<file path="config.mk">
export PLATFORM = sky130hd
export DESIGN_NAME = retry_backoff_recovery_controller
export DESIGN_NICKNAME = d
export VERILOG_FILES = /design/src/rtl/rbrc_pkg.sv /design/src/rtl/rbrc_cfg.sv /design/src/rtl/rbrc_core.sv /design/src/rtl/retry_backoff_recovery_controller.sv
export SDC_FILE = /design/constraint.sdc
export NUM_CORES = 1
export LEC_CHECK = 0
export ABC_AREA = 1
export BUFFER_PORTS_ARGS = -buffer_cell sky130_fd_sc_hd__buf_2
export CORE_MARGIN = 4
export CORE_UTILIZATION = 42
export DETAILED_ROUTE_END_ITERATION = 16
export PLACE_DENSITY_LB_ADDON = 0.2
export SLEW_MARGIN = 20
export SYNTH_ARGS = -nofsm -noshare
export SYNTH_HDL_FRONTEND = slang
export SYNTH_SLANG_ARGS = --single-unit
</file>
<file path="constraint.sdc">
create_clock -name clk -period 6.1 [get_ports clk]
set_input_delay 1.22 -clock clk [delete_from_list [all_inputs] [get_ports clk]]
set_output_delay 1.22 -clock clk [all_outputs]
set_load 0.01 [all_outputs]
</file>
<file path="src/rtl/rbrc_pkg.sv">
// ----------------------------------------------------------------------------
// rbrc_pkg
// shared types, codes and time helpers for the retry backoff controller
// ----------------------------------------------------------------------------
package rbrc_pkg;

  localparam int TIME_W      = 32;
  localparam int CNT_W       = 4;
  localparam int EXP_PAD     = 15;  // covers the largest backoff exponent of a 4-bit count
  localparam logic [CNT_W-1:0] MAX_ATTEMPT_LIMIT = CNT_W'(8);

  localparam int CFG_ADDR_W  = 4;
  localparam int CFG_DATA_W  = 32;

  typedef enum logic [1:0] {
    REG_INITIAL_DELAY = 2'd0,
    REG_FIRST_RETRY   = 2'd1,
    REG_MAX_RETRY     = 2'd2
  } reg_idx_e;

  typedef enum logic [2:0] {
    CMD_BEGIN    = 3'd0,
    CMD_TRY      = 3'd1,
    CMD_COMPLETE = 3'd2,
    CMD_ABANDON  = 3'd3,
    CMD_RESET    = 3'd4
  } cmd_e;

  typedef enum logic [2:0] {
    OUT_NONE      = 3'd0,
    OUT_INACTIVE  = 3'd1,
    OUT_BLOCKED   = 3'd2,
    OUT_EXHAUSTED = 3'd3,
    OUT_DEFERRED  = 3'd4,
    OUT_STARTED   = 3'd5
  } outcome_e;

  typedef struct packed {
    logic [2:0]        command;
    logic [TIME_W-1:0] now_ticks;
    logic              now_valid;
    logic [CNT_W-1:0]  attempt_budget;
    logic              app_active;
    logic              policy_allows;
    logic              recovered;
  } item_t;

  typedef struct packed {
    outcome_e          outcome;
    logic [TIME_W-1:0] retry_delay_ticks;
    logic [CNT_W-1:0]  attempt_number;
  } result_t;

  typedef struct packed {
    logic [TIME_W-1:0] initial_delay;
    logic [TIME_W-1:0] first_retry_delay;
    logic [TIME_W-1:0] max_retry_delay;
  } cfg_t;

  typedef struct packed {
    logic             recovering;
    logic             in_flight;
    logic [CNT_W-1:0] attempt_count;
    logic [CNT_W-1:0] attempt_limit;
  } status_t;

  // saturating add on time values
  function automatic logic [TIME_W-1:0] sat_add(input logic [TIME_W-1:0] a,
                                                input logic [TIME_W-1:0] b);
    logic [TIME_W:0] s;
    s = {1'b0, a} + {1'b0, b};
    return s[TIME_W] ? {TIME_W{1'b1}} : s[TIME_W-1:0];
  endfunction

  // min(base << max(0, count-1), cap) with the shift saturating
  function automatic logic [TIME_W-1:0] backoff(input logic [TIME_W-1:0] base,
                                                input logic [TIME_W-1:0] cap,
                                                input logic [CNT_W-1:0]  count);
    logic [CNT_W-1:0]          e;
    logic [TIME_W+EXP_PAD-1:0] wide;
    logic [TIME_W-1:0]         d;
    e    = (count == '0) ? '0 : count - CNT_W'(1);
    wide = {{EXP_PAD{1'b0}}, base} << e;
    d    = (|wide[TIME_W+EXP_PAD-1:TIME_W]) ? {TIME_W{1'b1}} : wide[TIME_W-1:0];
    return (d < cap) ? d : cap;
  endfunction

endpackage

</file>
<file path="src/rtl/rbrc_cfg.sv">
// ----------------------------------------------------------------------------
// rbrc_cfg
// apb-style register file holding the three delay settings
// ----------------------------------------------------------------------------
module rbrc_cfg
  import rbrc_pkg::*;
(
  input  logic                  clk,
  input  logic                  rst_n,
  input  logic                  psel,
  input  logic                  penable,
  input  logic                  pwrite,
  input  logic [CFG_ADDR_W-1:0] paddr,
  input  logic [CFG_DATA_W-1:0] pwdata,
  output logic [CFG_DATA_W-1:0] prdata,
  output logic                  pready,
  output cfg_t                  cfg
);

  logic [TIME_W-1:0] init_r, first_r, max_r;
  logic              wr_en;
  reg_idx_e          idx;

  assign pready = 1'b1;
  assign wr_en  = psel & penable & pwrite;
  assign idx    = reg_idx_e'(paddr[3:2]);

  always_ff @(posedge clk) begin
    if (!rst_n) begin
      init_r  <= '0;
      first_r <= '0;
      max_r   <= '0;
    end else if (wr_en) begin
      unique case (idx)
        REG_INITIAL_DELAY: init_r  <= pwdata;
        REG_FIRST_RETRY:   first_r <= pwdata;
        REG_MAX_RETRY:     max_r   <= pwdata;
        default: ;
      endcase
    end
  end

  always_comb begin
    unique case (idx)
      REG_INITIAL_DELAY: prdata = init_r;
      REG_FIRST_RETRY:   prdata = first_r;
      REG_MAX_RETRY:     prdata = max_r;
      default:           prdata = '0;
    endcase
  end

  assign cfg = '{initial_delay: init_r, first_retry_delay: first_r, max_retry_delay: max_r};

endmodule

</file>
<file path="src/rtl/rbrc_core.sv">
// ----------------------------------------------------------------------------
// rbrc_core
// recovery state and per-command decision logic
// ----------------------------------------------------------------------------
module rbrc_core
  import rbrc_pkg::*;
(
  input  logic    clk,
  input  logic    rst_n,
  input  logic    fire,
  input  item_t   item,
  input  cfg_t    cfg,
  output result_t res,
  output status_t stat
);

  logic              rec_r, rec_nxt;
  logic              exh_r, exh_nxt;
  logic              fly_r, fly_nxt;
  logic [CNT_W-1:0]  cnt_r, cnt_nxt;
  logic [CNT_W-1:0]  lim_r, lim_nxt;
  logic [TIME_W-1:0] nat_r, nat_nxt;

  logic [TIME_W-1:0] t0;
  logic [TIME_W-1:0] t_try;
  logic              spent;
  cmd_e              cmd;

  always_ff @(posedge clk) begin
    if (!rst_n) begin
      rec_r <= 1'b0;
      exh_r <= 1'b0;
      fly_r <= 1'b0;
      cnt_r <= '0;
      lim_r <= '0;
      nat_r <= '0;
    end else if (fire) begin
      rec_r <= rec_nxt;
      exh_r <= exh_nxt;
      fly_r <= fly_nxt;
      cnt_r <= cnt_nxt;
      lim_r <= lim_nxt;
      nat_r <= nat_nxt;
    end
  end

  assign cmd   = cmd_e'(item.command);
  assign t0    = item.now_valid ? item.now_ticks : '0;
  assign t_try = item.now_valid ? item.now_ticks : nat_r;
  assign spent = exh_r | (cnt_r >= lim_r);

  always_comb begin
    rec_nxt = rec_r;
    exh_nxt = exh_r;
    fly_nxt = fly_r;
    cnt_nxt = cnt_r;
    lim_nxt = lim_r;
    nat_nxt = nat_r;
    res     = '{outcome: OUT_NONE, retry_delay_ticks: '0, attempt_number: '0};

    unique case (cmd)
      CMD_BEGIN: begin
        if (!rec_r) begin
          rec_nxt = 1'b1;
          exh_nxt = (item.attempt_budget == '0);
          fly_nxt = 1'b0;
          cnt_nxt = '0;
          lim_nxt = (item.attempt_budget > MAX_ATTEMPT_LIMIT) ? MAX_ATTEMPT_LIMIT
                                                              : item.attempt_budget;
          nat_nxt = sat_add(t0, cfg.initial_delay);
        end
      end
      CMD_TRY: begin
        priority if (!rec_r) begin
          res.outcome = OUT_NONE;
        end else if (!item.app_active) begin
          res.outcome = OUT_INACTIVE;
        end else if (!item.policy_allows) begin
          res.outcome = OUT_BLOCKED;
        end else if (spent) begin
          exh_nxt     = 1'b1;
          res.outcome = OUT_EXHAUSTED;
        end else if (fly_r) begin
          res.outcome = OUT_DEFERRED;
        end else if (t_try < nat_r) begin
          res.outcome           = OUT_DEFERRED;
          res.retry_delay_ticks = nat_r - t_try;
        end else begin
          fly_nxt            = 1'b1;
          cnt_nxt            = cnt_r + CNT_W'(1);
          res.outcome        = OUT_STARTED;
          res.attempt_number = cnt_r + CNT_W'(1);
        end
      end
      CMD_COMPLETE: begin
        if (rec_r && fly_r) begin
          fly_nxt = 1'b0;
          priority if (item.recovered) begin
            rec_nxt = 1'b0;
            exh_nxt = 1'b0;
            cnt_nxt = '0;
            lim_nxt = '0;
            nat_nxt = '0;
          end else if (cnt_r >= lim_r) begin
            exh_nxt = 1'b1;
          end else begin
            nat_nxt = sat_add(t0, backoff(cfg.first_retry_delay, cfg.max_retry_delay,
                                          cnt_r));
          end
        end
      end
      CMD_ABANDON: begin
        if (rec_r) begin
          fly_nxt = 1'b0;
          exh_nxt = 1'b1;
        end
      end
      CMD_RESET: begin
        rec_nxt = 1'b0;
        exh_nxt = 1'b0;
        fly_nxt = 1'b0;
        cnt_nxt = '0;
        lim_nxt = '0;
        nat_nxt = '0;
      end
      default: ;
    endcase
  end

  assign stat = '{recovering: rec_r, in_flight: fly_r, attempt_count: cnt_r,
                  attempt_limit: lim_r};

endmodule

</file>
<file path="src/rtl/retry_backoff_recovery_controller.sv">
// ----------------------------------------------------------------------------
// retry_backoff_recovery_controller
// recovery retry controller with exponential backoff, one result per command
// ----------------------------------------------------------------------------
//
//   channel   ports      direction   transfer when
//   --------  ---------  ----------  ---------------------------------
//   command   in_*       input       in_valid high, in_stall low
//   result    out_*      output      out_valid high, out_stall low
//   config    cfg_p*     input       cfg_psel, cfg_penable, cfg_pwrite
//
// one command per cycle sustained while out_stall is low; the result reaches
// out_* through the input register and the result register around the single
// decision stage
// the decision stage updates the recovery state as the command moves into the
// result register, so consecutive commands see each other's effect
// a stalled result holds; the input register takes a new command when it is
// empty or when its command moves into the result register in the same cycle
// synchronous active-low reset clears state, delay registers and valid flags
//
module retry_backoff_recovery_controller
  import rbrc_pkg::*;
(
  input  logic                  clk,
  input  logic                  rst_n,

  // command channel
  input  logic                  in_valid,
  output logic                  in_stall,
  input  logic [2:0]            in_command,
  input  logic [TIME_W-1:0]     in_now_ticks,
  input  logic                  in_now_valid,
  input  logic [CNT_W-1:0]      in_attempt_budget,
  input  logic                  in_app_active,
  input  logic                  in_policy_allows,
  input  logic                  in_recovered,

  // result channel
  output logic                  out_valid,
  input  logic                  out_stall,
  output logic [2:0]            out_outcome,
  output logic [TIME_W-1:0]     out_retry_delay_ticks,
  output logic [CNT_W-1:0]      out_attempt_number,

  // configuration port
  input  logic                  cfg_psel,
  input  logic                  cfg_penable,
  input  logic                  cfg_pwrite,
  input  logic [CFG_ADDR_W-1:0] cfg_paddr,
  input  logic [CFG_DATA_W-1:0] cfg_pwdata,
  output logic [CFG_DATA_W-1:0] cfg_prdata,
  output logic                  cfg_pready
);

  cfg_t    cfg;
  status_t stat;
  result_t res;

  // input register
  logic    in_vld_r, in_vld_nxt;
  item_t   item_r;
  logic    in_take;

  // result register
  logic    out_vld_r, out_vld_nxt;
  result_t out_res_r;

  // command moves from the input register through the decision stage
  logic    adv;

  rbrc_cfg u_cfg (
    .clk     (clk),
    .rst_n   (rst_n),
    .psel    (cfg_psel),
    .penable (cfg_penable),
    .pwrite  (cfg_pwrite),
    .paddr   (cfg_paddr),
    .pwdata  (cfg_pwdata),
    .prdata  (cfg_prdata),
    .pready  (cfg_pready),
    .cfg     (cfg)
  );

  rbrc_core u_core (
    .clk   (clk),
    .rst_n (rst_n),
    .fire  (adv),
    .item  (item_r),
    .cfg   (cfg),
    .res   (res),
    .stat  (stat)
  );

  // result register frees up when empty or when its transfer completes now
  assign adv      = in_vld_r & (~out_vld_r | ~out_stall);
  assign in_stall = in_vld_r & ~adv;
  assign in_take  = in_valid & ~in_stall;

  always_comb begin
    in_vld_nxt = in_vld_r;
    if (in_take) begin
      in_vld_nxt = 1'b1;
    end else if (adv) begin
      in_vld_nxt = 1'b0;
    end

    out_vld_nxt = out_vld_r;
    if (adv) begin
      out_vld_nxt = 1'b1;
    end else if (out_vld_r && !out_stall) begin
      out_vld_nxt = 1'b0;
    end
  end

  always_ff @(posedge clk) begin
    if (!rst_n) begin
      in_vld_r  <= 1'b0;
      out_vld_r <= 1'b0;
    end else begin
      in_vld_r  <= in_vld_nxt;
      out_vld_r <= out_vld_nxt;
    end
  end

  // payload registers, no reset needed
  always_ff @(posedge clk) begin
    if (in_take) begin
      item_r <= '{command:        in_command,
                  now_ticks:      in_now_ticks,
                  now_valid:      in_now_valid,
                  attempt_budget: in_attempt_budget,
                  app_active:     in_app_active,
                  policy_allows:  in_policy_allows,
                  recovered:      in_recovered};
    end
    if (adv) begin
      out_res_r <= res;
    end
  end

  assign out_valid             = out_vld_r;
  assign out_outcome           = out_res_r.outcome;
  assign out_retry_delay_ticks = out_res_r.retry_delay_ticks;
  assign out_attempt_number    = out_res_r.attempt_number;

  // an attempt can only be in flight during a recovery
  a_flight_needs_recovery: assert property (@(posedge clk) disable iff (!rst_n)
    stat.in_flight |-> stat.recovering)
    else $error("attempt in flight outside recovery");

  // the attempt count never passes the limit taken at begin
  a_count_within_limit: assert property (@(posedge clk) disable iff (!rst_n)
    (stat.attempt_count <= stat.attempt_limit) && (stat.attempt_limit <= MAX_ATTEMPT_LIMIT))
    else $error("attempt count beyond limit");

  // a started attempt leaves an attempt in flight with the reported number
  a_start_sets_flight: assert property (@(posedge clk) disable iff (!rst_n)
    (adv && res.outcome == OUT_STARTED) |=>
      (stat.in_flight && stat.attempt_count == out_res_r.attempt_number))
    else $error("started attempt not recorded");

  // a remaining wait is reported only with a deferred outcome
  a_delay_only_deferred: assert property (@(posedge clk) disable iff (!rst_n)
    (out_vld_r && out_res_r.outcome != OUT_DEFERRED) |-> (out_res_r.retry_delay_ticks == '0))
    else $error("delay reported without deferral");

endmodule
</file>
# == After elaboration in Yosys (flattened, before gate mapping) ==
# Index checks and enable logic that the tools add are counted.
# W data, S select, Z words.
# word_totals
out_inout_bits,74
regBits,223
inputBits,86
wordCells,153
# classes
reduce_logical,27
n_eq_ne,19
bitwise_logic,16
n_lt_le_gt_ge,4
shift,1
muxes,58
addsub,5
# ops
op,n
$mux W32,10
$pmux W32 S3,2
$add A32 B32 Y33,2
$lt A32 B32 Y1,2
$mux W4,12
$shl A32 B4 Y47,1
$sub A32 B32 Y32,1
$mux W1,27
$pmux W4 S4,1
$reduce_or A15 Y1,1
$ne A2 B2 Y1 const B,7
$reduce_or A7 Y1,2
$pmux W4 S3,1
$reduce_and A11 Y1,1
$pmux W1 S5,2
$reduce_and A10 Y1,1
$reduce_and A5 Y1,2
$not A1 Y1,9
$reduce_and A9 Y1,1
$logic_not A4 Y1,2
$ne A2 B1 Y1 const B,4
$reduce_and A2 Y1,4
$eq A3 B2 Y1 const B,2
$and A1 B1 Y1,5
24 further kinds,28

# == Logic depth before layout (Yosys ltp) ==
# logic_depth
depth_word,13
ltp_mapped,53
mapped_depth_nobuf,49

# == Modules after synthesis ==
# Synthesis repeated with hierarchy kept, for this count alone.
# unflattened
hier_cells,2668
area_unflattened_um2,17860.9
# by_module_without_submodules
mod,n_inst,area_per_inst_um2,seq_area_each_um2,cells_each
rbrc_core,1,10847.9,860.8,1868
rbrc_cfg,1,4455.5,1921.8,705
retry_backoff_recovery_controller,1,2557.5,2502.4,95

# == Worst setup path before layout ==
# No wires, ideal clock.
# synth_timing
kind,register to register
start,reg u_core.cnt_r[0]
end,reg u_core.nat_r[26]
setup_ns,0.109
n_path_buf,5
stages_incl_launch_ff,48
required_ns,5.991
period_less_slack_ns,6.517
arrival_ns,6.408
slack_ns,-0.417
cell_sequence,dfxtp_1 > inv_2 > buf_2 > ha_1 > nand2_4 > nand2_4 > buf_6 > buf_2 > clkbuf_1 > nand2_1 > o21ai_0 > inv_1 > nand2_1 > o21ai_0 > o21ai_0 > inv_1 > nand2_1 > o211ai_1 > [12 not listed] > inv_1 > nand2_1 > inv_1 > nand2_1 > nand2_1 > a21oi_1 > o21ai_1 > a21oi_1 > o21ai_1 > a21boi_0 > o21ai_1 > nand2_1 > nand3_1 > nand2_1 > o21ai_0 > nand3_1 > nand2_1 > inv_1
# synth_between
elab_chain_cells,13
word_cells_on_any_way,17
classes_between,add/sub (2); order compare (2); eq/ne (1); shift (1); mux (8); reduce/logical (3)
# synth_lines
element,line,text
"start, declared",rbrc_core.sv:20,"logic [CNT_W-1:0] cnt_r, cnt_nxt;"
"start signal, assigned",rbrc_core.sv:41,cnt_r <= cnt_nxt;
$sub A4 B1 Y4 or $logic_not A4 Y1 (tied branches),rbrc_pkg.sv:82,e = (count == '0) ? '0 : count - CNT_W'(1);
$mux W4,rbrc_pkg.sv:82,
$shl A32 B4 Y47,rbrc_pkg.sv:83,"wide = {{EXP_PAD{1'b0}}, base} << e;"
$reduce_or A15 Y1,rbrc_pkg.sv:84,d = (|wide[TIME_W+EXP_PAD-1:TIME_W]) ? {TIME_W{1'b1}} : wide[TIME_W-1:0];
$mux W32,rbrc_pkg.sv:84,
$lt A32 B32 Y1,rbrc_pkg.sv:85,return (d < cap) ? d : cap;
$mux W32,rbrc_pkg.sv:85,
$add A32 B32 Y33,rbrc_pkg.sv:71,"s = {1'b0, a} + {1'b0, b};"
$mux W32,rbrc_pkg.sv:72,return s[TIME_W] ? {TIME_W{1'b1}} : s[TIME_W-1:0];
$mux W32,rbrc_core.sv:104,end else if (cnt_r >= lim_r) begin
$mux W32,rbrc_core.sv:98,priority if (item.recovered) begin
$mux W32,rbrc_core.sv:96,if (rec_r && fly_r) begin
$pmux W32 S3,rbrc_core.sv:61,unique case (cmd)
"end signal, assigned",rbrc_core.sv:43,nat_r <= nat_nxt;
"end, declared",rbrc_core.sv:22,"logic [TIME_W-1:0] nat_r, nat_nxt;"
# Several ways; a longest one is shown, not always the timed one. The select of a mux whose other input is x is not followed.
# A chain may end at the register's enable or synchronous reset.

# == Final worst setup path ==
# layout_timing
start,reg u_core.cnt_r[0]
end,reg u_core.nat_r[7]
# Same word-level chain as after synthesis.

==> reports/results.tsv <==
stage	metric	value	unit
status	status	finished with violations	
status	failing checks	negative setup slack	
clock_tree	H-tree levels	1	
critical_path	Slowest-stage cell, CP	dfxtp_4	
power	pwr/cell area	279	nW/um2
floorplanning	Initial Util	42.9	%
floorplanning	Core Area	39100	um2
power	Worst VDD drop	0.229	mV
clock_tree	clock tree buffer depth	3	
placed_design	Final HPWL DP	45000	um
critical_path	Critical Path AT	6.55	ns
power	Leak	10.3	nW
critical_path	critical path capture point type	register	
global_route	vias in the first global route	16700	
sta	# setup viols final	1	
logic_synthesis	top-count cell post-synth	nand2_1	
placed_design	Final GP Congestion	0.953	
sta	Slew HR	31.6	%
layout	ant diodes	0	
global_route	first-pass GRT wire length	90200	um
logic_synthesis	Cells after Synth	2383	
logic_synthesis	mean post-synth cell area	7.04	um2
logic_synthesis	Yosys top cell by area	dfxtp_1	
logic_synthesis	Seq cells post-synth	223	
power	register share of total power	26.9	%
logic_synthesis	Synth Area in XOR/XNOR	3.03	%
critical_path	Reg2Reg Depth	46	
global_route	GRT Util Overall	25.5	%
power	Pwr Total	6.05	mW
routing	DR WL/cell	18.4	um
clock_tree	TritonCTS clock tree	yes	
sta	worst setup margin	-0.00688	ns
clock_tree	Clock Latency Late Sink	0.56	ns
floorplanning	Rows	72	
routing	1st-iter DRT viols	1265	
logic_synthesis	yosys warns	0	
logic_synthesis	post-synthesis adder-cell area fraction	10.5	%
logic_synthesis	Cell Area, Synth	16800	um2
critical_path	CP peak stage delay	0.36	ns
layout	fill count	3804	
global_route	initial antenna violation count	0	
floorplanning	die area	43200	um2
routing	routed vias	17800	
logic_synthesis	post-synthesis simple-gate area fraction	22.2	%
worst_hold_path	HP Class	reg -> reg	
logic_synthesis	Cell variety after synth	55	
placed_design	PortBufs	156	
sta	Worst Skew	0.0112	ns
power	Sw Pwr	2.24	mW
logic_synthesis	Mapped Nets	2608	
floorplanning	Die Ht	208	um
sta	min Tclk post-route	6.11	ns
sta	Min Hold Slack	0.471	ns
logic_synthesis	Commonest cells post-synth	nand2_1 (445), inv_1 (278), a21oi_1 (268)	
floorplanning	I/O Pins	160	
clock_tree	clock net sink count	223	
power	net switching fraction of the power	37.1	%
logic_synthesis	top post-synthesis cells by area	dfxtp_1 (17%), edfxtp_1 (15%), ha_1 (10%), nand2_1 (10%), a21oi_1 (8.0%)	
clock_tree	CTS Root Cell	clkbuf_16	
critical_path	Worst Path Required	6.54	ns
global_route	GRT overflow	0	
power	Internal	3.81	mW
logic_synthesis	Synth Area in Compound Gates	22.8	%
logic_synthesis	Synth Flop Type	dfxtp_1	
critical_path	worst-path fanout max	11	
power	clock share of power	26.7	%
routing	final wirelength	59600	um
logic_synthesis	sequential-to-total area share from yosys stat	31.5	%
sta	Worst-Margin Slew	1.03	ns
logic_synthesis	Async S/R FF share, synth	0	%
clock_tree	Clock Pin Slew Worst Setup and Hold Paths	0.06	ns
logic_synthesis	Post-synth EDFFs	82	
routing	router iterations before antenna repair	5	
sta	unrepaired setup endpoints after global routing	yes	
layout	Layout Nets	2927	
layout	final instance area	21700	um2
run	MaxCap Viol Count	0	
routing	Routed Antenna Nets	0	
logic_synthesis	Yosys top cell area share	16.8	%
placed_design	Setup WS pre-CTS	-0.380	ns
sta	fmax	164	MHz
critical_path	Setup CP Type	reg -> reg	
worst_hold_path	Cells on Worst Hold Path	2	
sta	Final Max Tran Viols	0	
layout	fraction of layout cells with a size suffix above 1	23.2	%
critical_path	startpoint types	register	
logic_synthesis	mux contribution to synthesized area	0.954	%
placed_design	Cell Area, Placed	19500	um2
layout	final core utilization	55.5	%
clock_tree	CTS buffer count	27	
global_route	largest net degree at the start of global routing	66	
routing	vias per cell	5.48	
logic_synthesis	main combinational cell family by area after synthesis	compound AO/OA/AOI/OAI gates	
sta	Tcrit/Tclk final	100	%
routing	DRC errors left	0	
sta	Hold Vio Cnt, Final	0	
power	Comb pwr share	46.4	%
clock_tree	# hold bufs at CTS	0	
layout	Area Overhead vs Synth	29.2	%
floorplanning	width of the die	208	um
[kinds of logic after synthesis]
logic type | Yosys count
muxes | 16
other | 1
DFF | 223
xor gates and xnor gates | 58
AOI/OAI and AO/OA | 671
adders and majority gates | 139
and+or+nand+nor | 888
buffers and inverters | 387
[what timing repair did]
item	in CTS	in global routing
gates cloned	0	5
setup buffers	5	19
setup endpoints to repair	32	32
resized for setup	32	210
pin swaps	13	52
[area by class of cell]
cell class	count	area [um2]	share of cell area, %
Multi-Input combinational cell	1774	11000	50.8
Clock inverter	10	108	0.496
Inverter	282	1070	4.95
Tap cell	518	648	2.99
Timing Repair Buffer	394	2780	12.8
Clock buffer	39	763	3.52
Sequential cell	223	5290	24.4
[worst paths after layout]
| check | start | to | slack [ns] |
|---|---|---|---|
| worst max-delay path | u_core.cnt_r[0]$_SDFFE_PN0P_ | u_core.nat_r[7]$_SDFFE_PN0P_ | -0.007 |
| worst min register to register | u_core.lim_r[2]$_SDFFE_PN0P_ | u_core.lim_r[2]$_SDFFE_PN0P_ | 0.47 |
| worst min-delay path | u_core.lim_r[2]$_SDFFE_PN0P_ | u_core.lim_r[2]$_SDFFE_PN0P_ | 0.47 |
| worst max register to register | u_core.cnt_r[0]$_SDFFE_PN0P_ | u_core.nat_r[7]$_SDFFE_PN0P_ | -0.007 |
[state kept, by name, summed over array words and instances (netlist names)]
signal,cells
u_core.cnt_r,4
out_retry_delay_ticks,32
u_core.nat_r,32
out_attempt_number,4
out_valid,1
u_cfg.init_r,32
u_cfg.first_r,32
u_core.lim_r,4
item_r,43
u_core.rec_r,1
u_core.fly_r,1
u_cfg.max_r,32
out_outcome,3
in_vld_r,1
u_core.exh_r,1
[power by group through the flow]
stage	clock network [mW]	logic, mW	registers (mW)
6_report	1.61	2.81	1.63
5_1_grt	1.71	3.09	1.64
3_3_place_gp	0	2.35	1.66
3_5_place_dp	0	2.38	1.66
2_1_floorplan	0	1.43	1.66
4_1_cts	1.65	2.47	1.63
[stage by stage]
step                      std cells   TNS, ns
after detailed placement       3164     -9.74
final                          3240  -0.00688
after floorplan                2383         0
after global placement         3164     -8.87
after CTS                      3218         0
after global routing           3240     -9.60
[layer usage]
metal	GRT usage, %	part of all wire (%)	vias up
li1	-	-	8817
met1	33.7	45	8363
met2	44.4	48	488
met3	2.79	4.3	94
met4	7.20	3.0	0
met5	0	0	-
[worst max-delay path, delay by kind of cell, from the launching register on]
| family | cells | cell delay, ns |
|---|---|---|
| compound gates | 12 | 1.84 |
| simple gates | 17 | 1.63 |
| buf+inv | 13 | 1.37 |
| fa+ha+maj | 4 | 0.77 |
| flops | 1 | 0.36 |
[layout by cell type, fill, tap and decap left out, types with 13 or more instances in the layout]
| cell type | synthesis | routed |
|---|---|---|
| buf_6 | 4 | 13 |
| a21oi_2 | 1 | 19 |
| nand2_2 | 0 | 29 |
| a21oi_1 | 268 | 247 |
| buf_2 | 7 | 156 |
| o21ai_1 | 13 | 23 |
| xor2_1 | 42 | 42 |
| inv_1 | 278 | 271 |
| ha_1 | 136 | 118 |
| dfxtp_1 | 141 | 139 |
| o21a_1 | 13 | 13 |
| o211ai_1 | 47 | 47 |
| ha_4 | 0 | 17 |
| edfxtp_1 | 82 | 82 |
| nand3_2 | 0 | 41 |
| mux2i_1 | 16 | 15 |
| nand2_1 | 445 | 412 |
| o221ai_1 | 37 | 36 |
| nor3_1 | 19 | 16 |
| buf_4 | 7 | 213 |
| o21ai_0 | 227 | 208 |
| nor2_1 | 209 | 204 |
| clkbuf_16 | 0 | 31 |
| xnor2_1 | 16 | 16 |
| nand3_1 | 166 | 107 |
| nand3_4 | 0 | 18 |
| nand4_1 | 15 | 15 |
No activity file was read; power rests on OpenSTA's default activity.
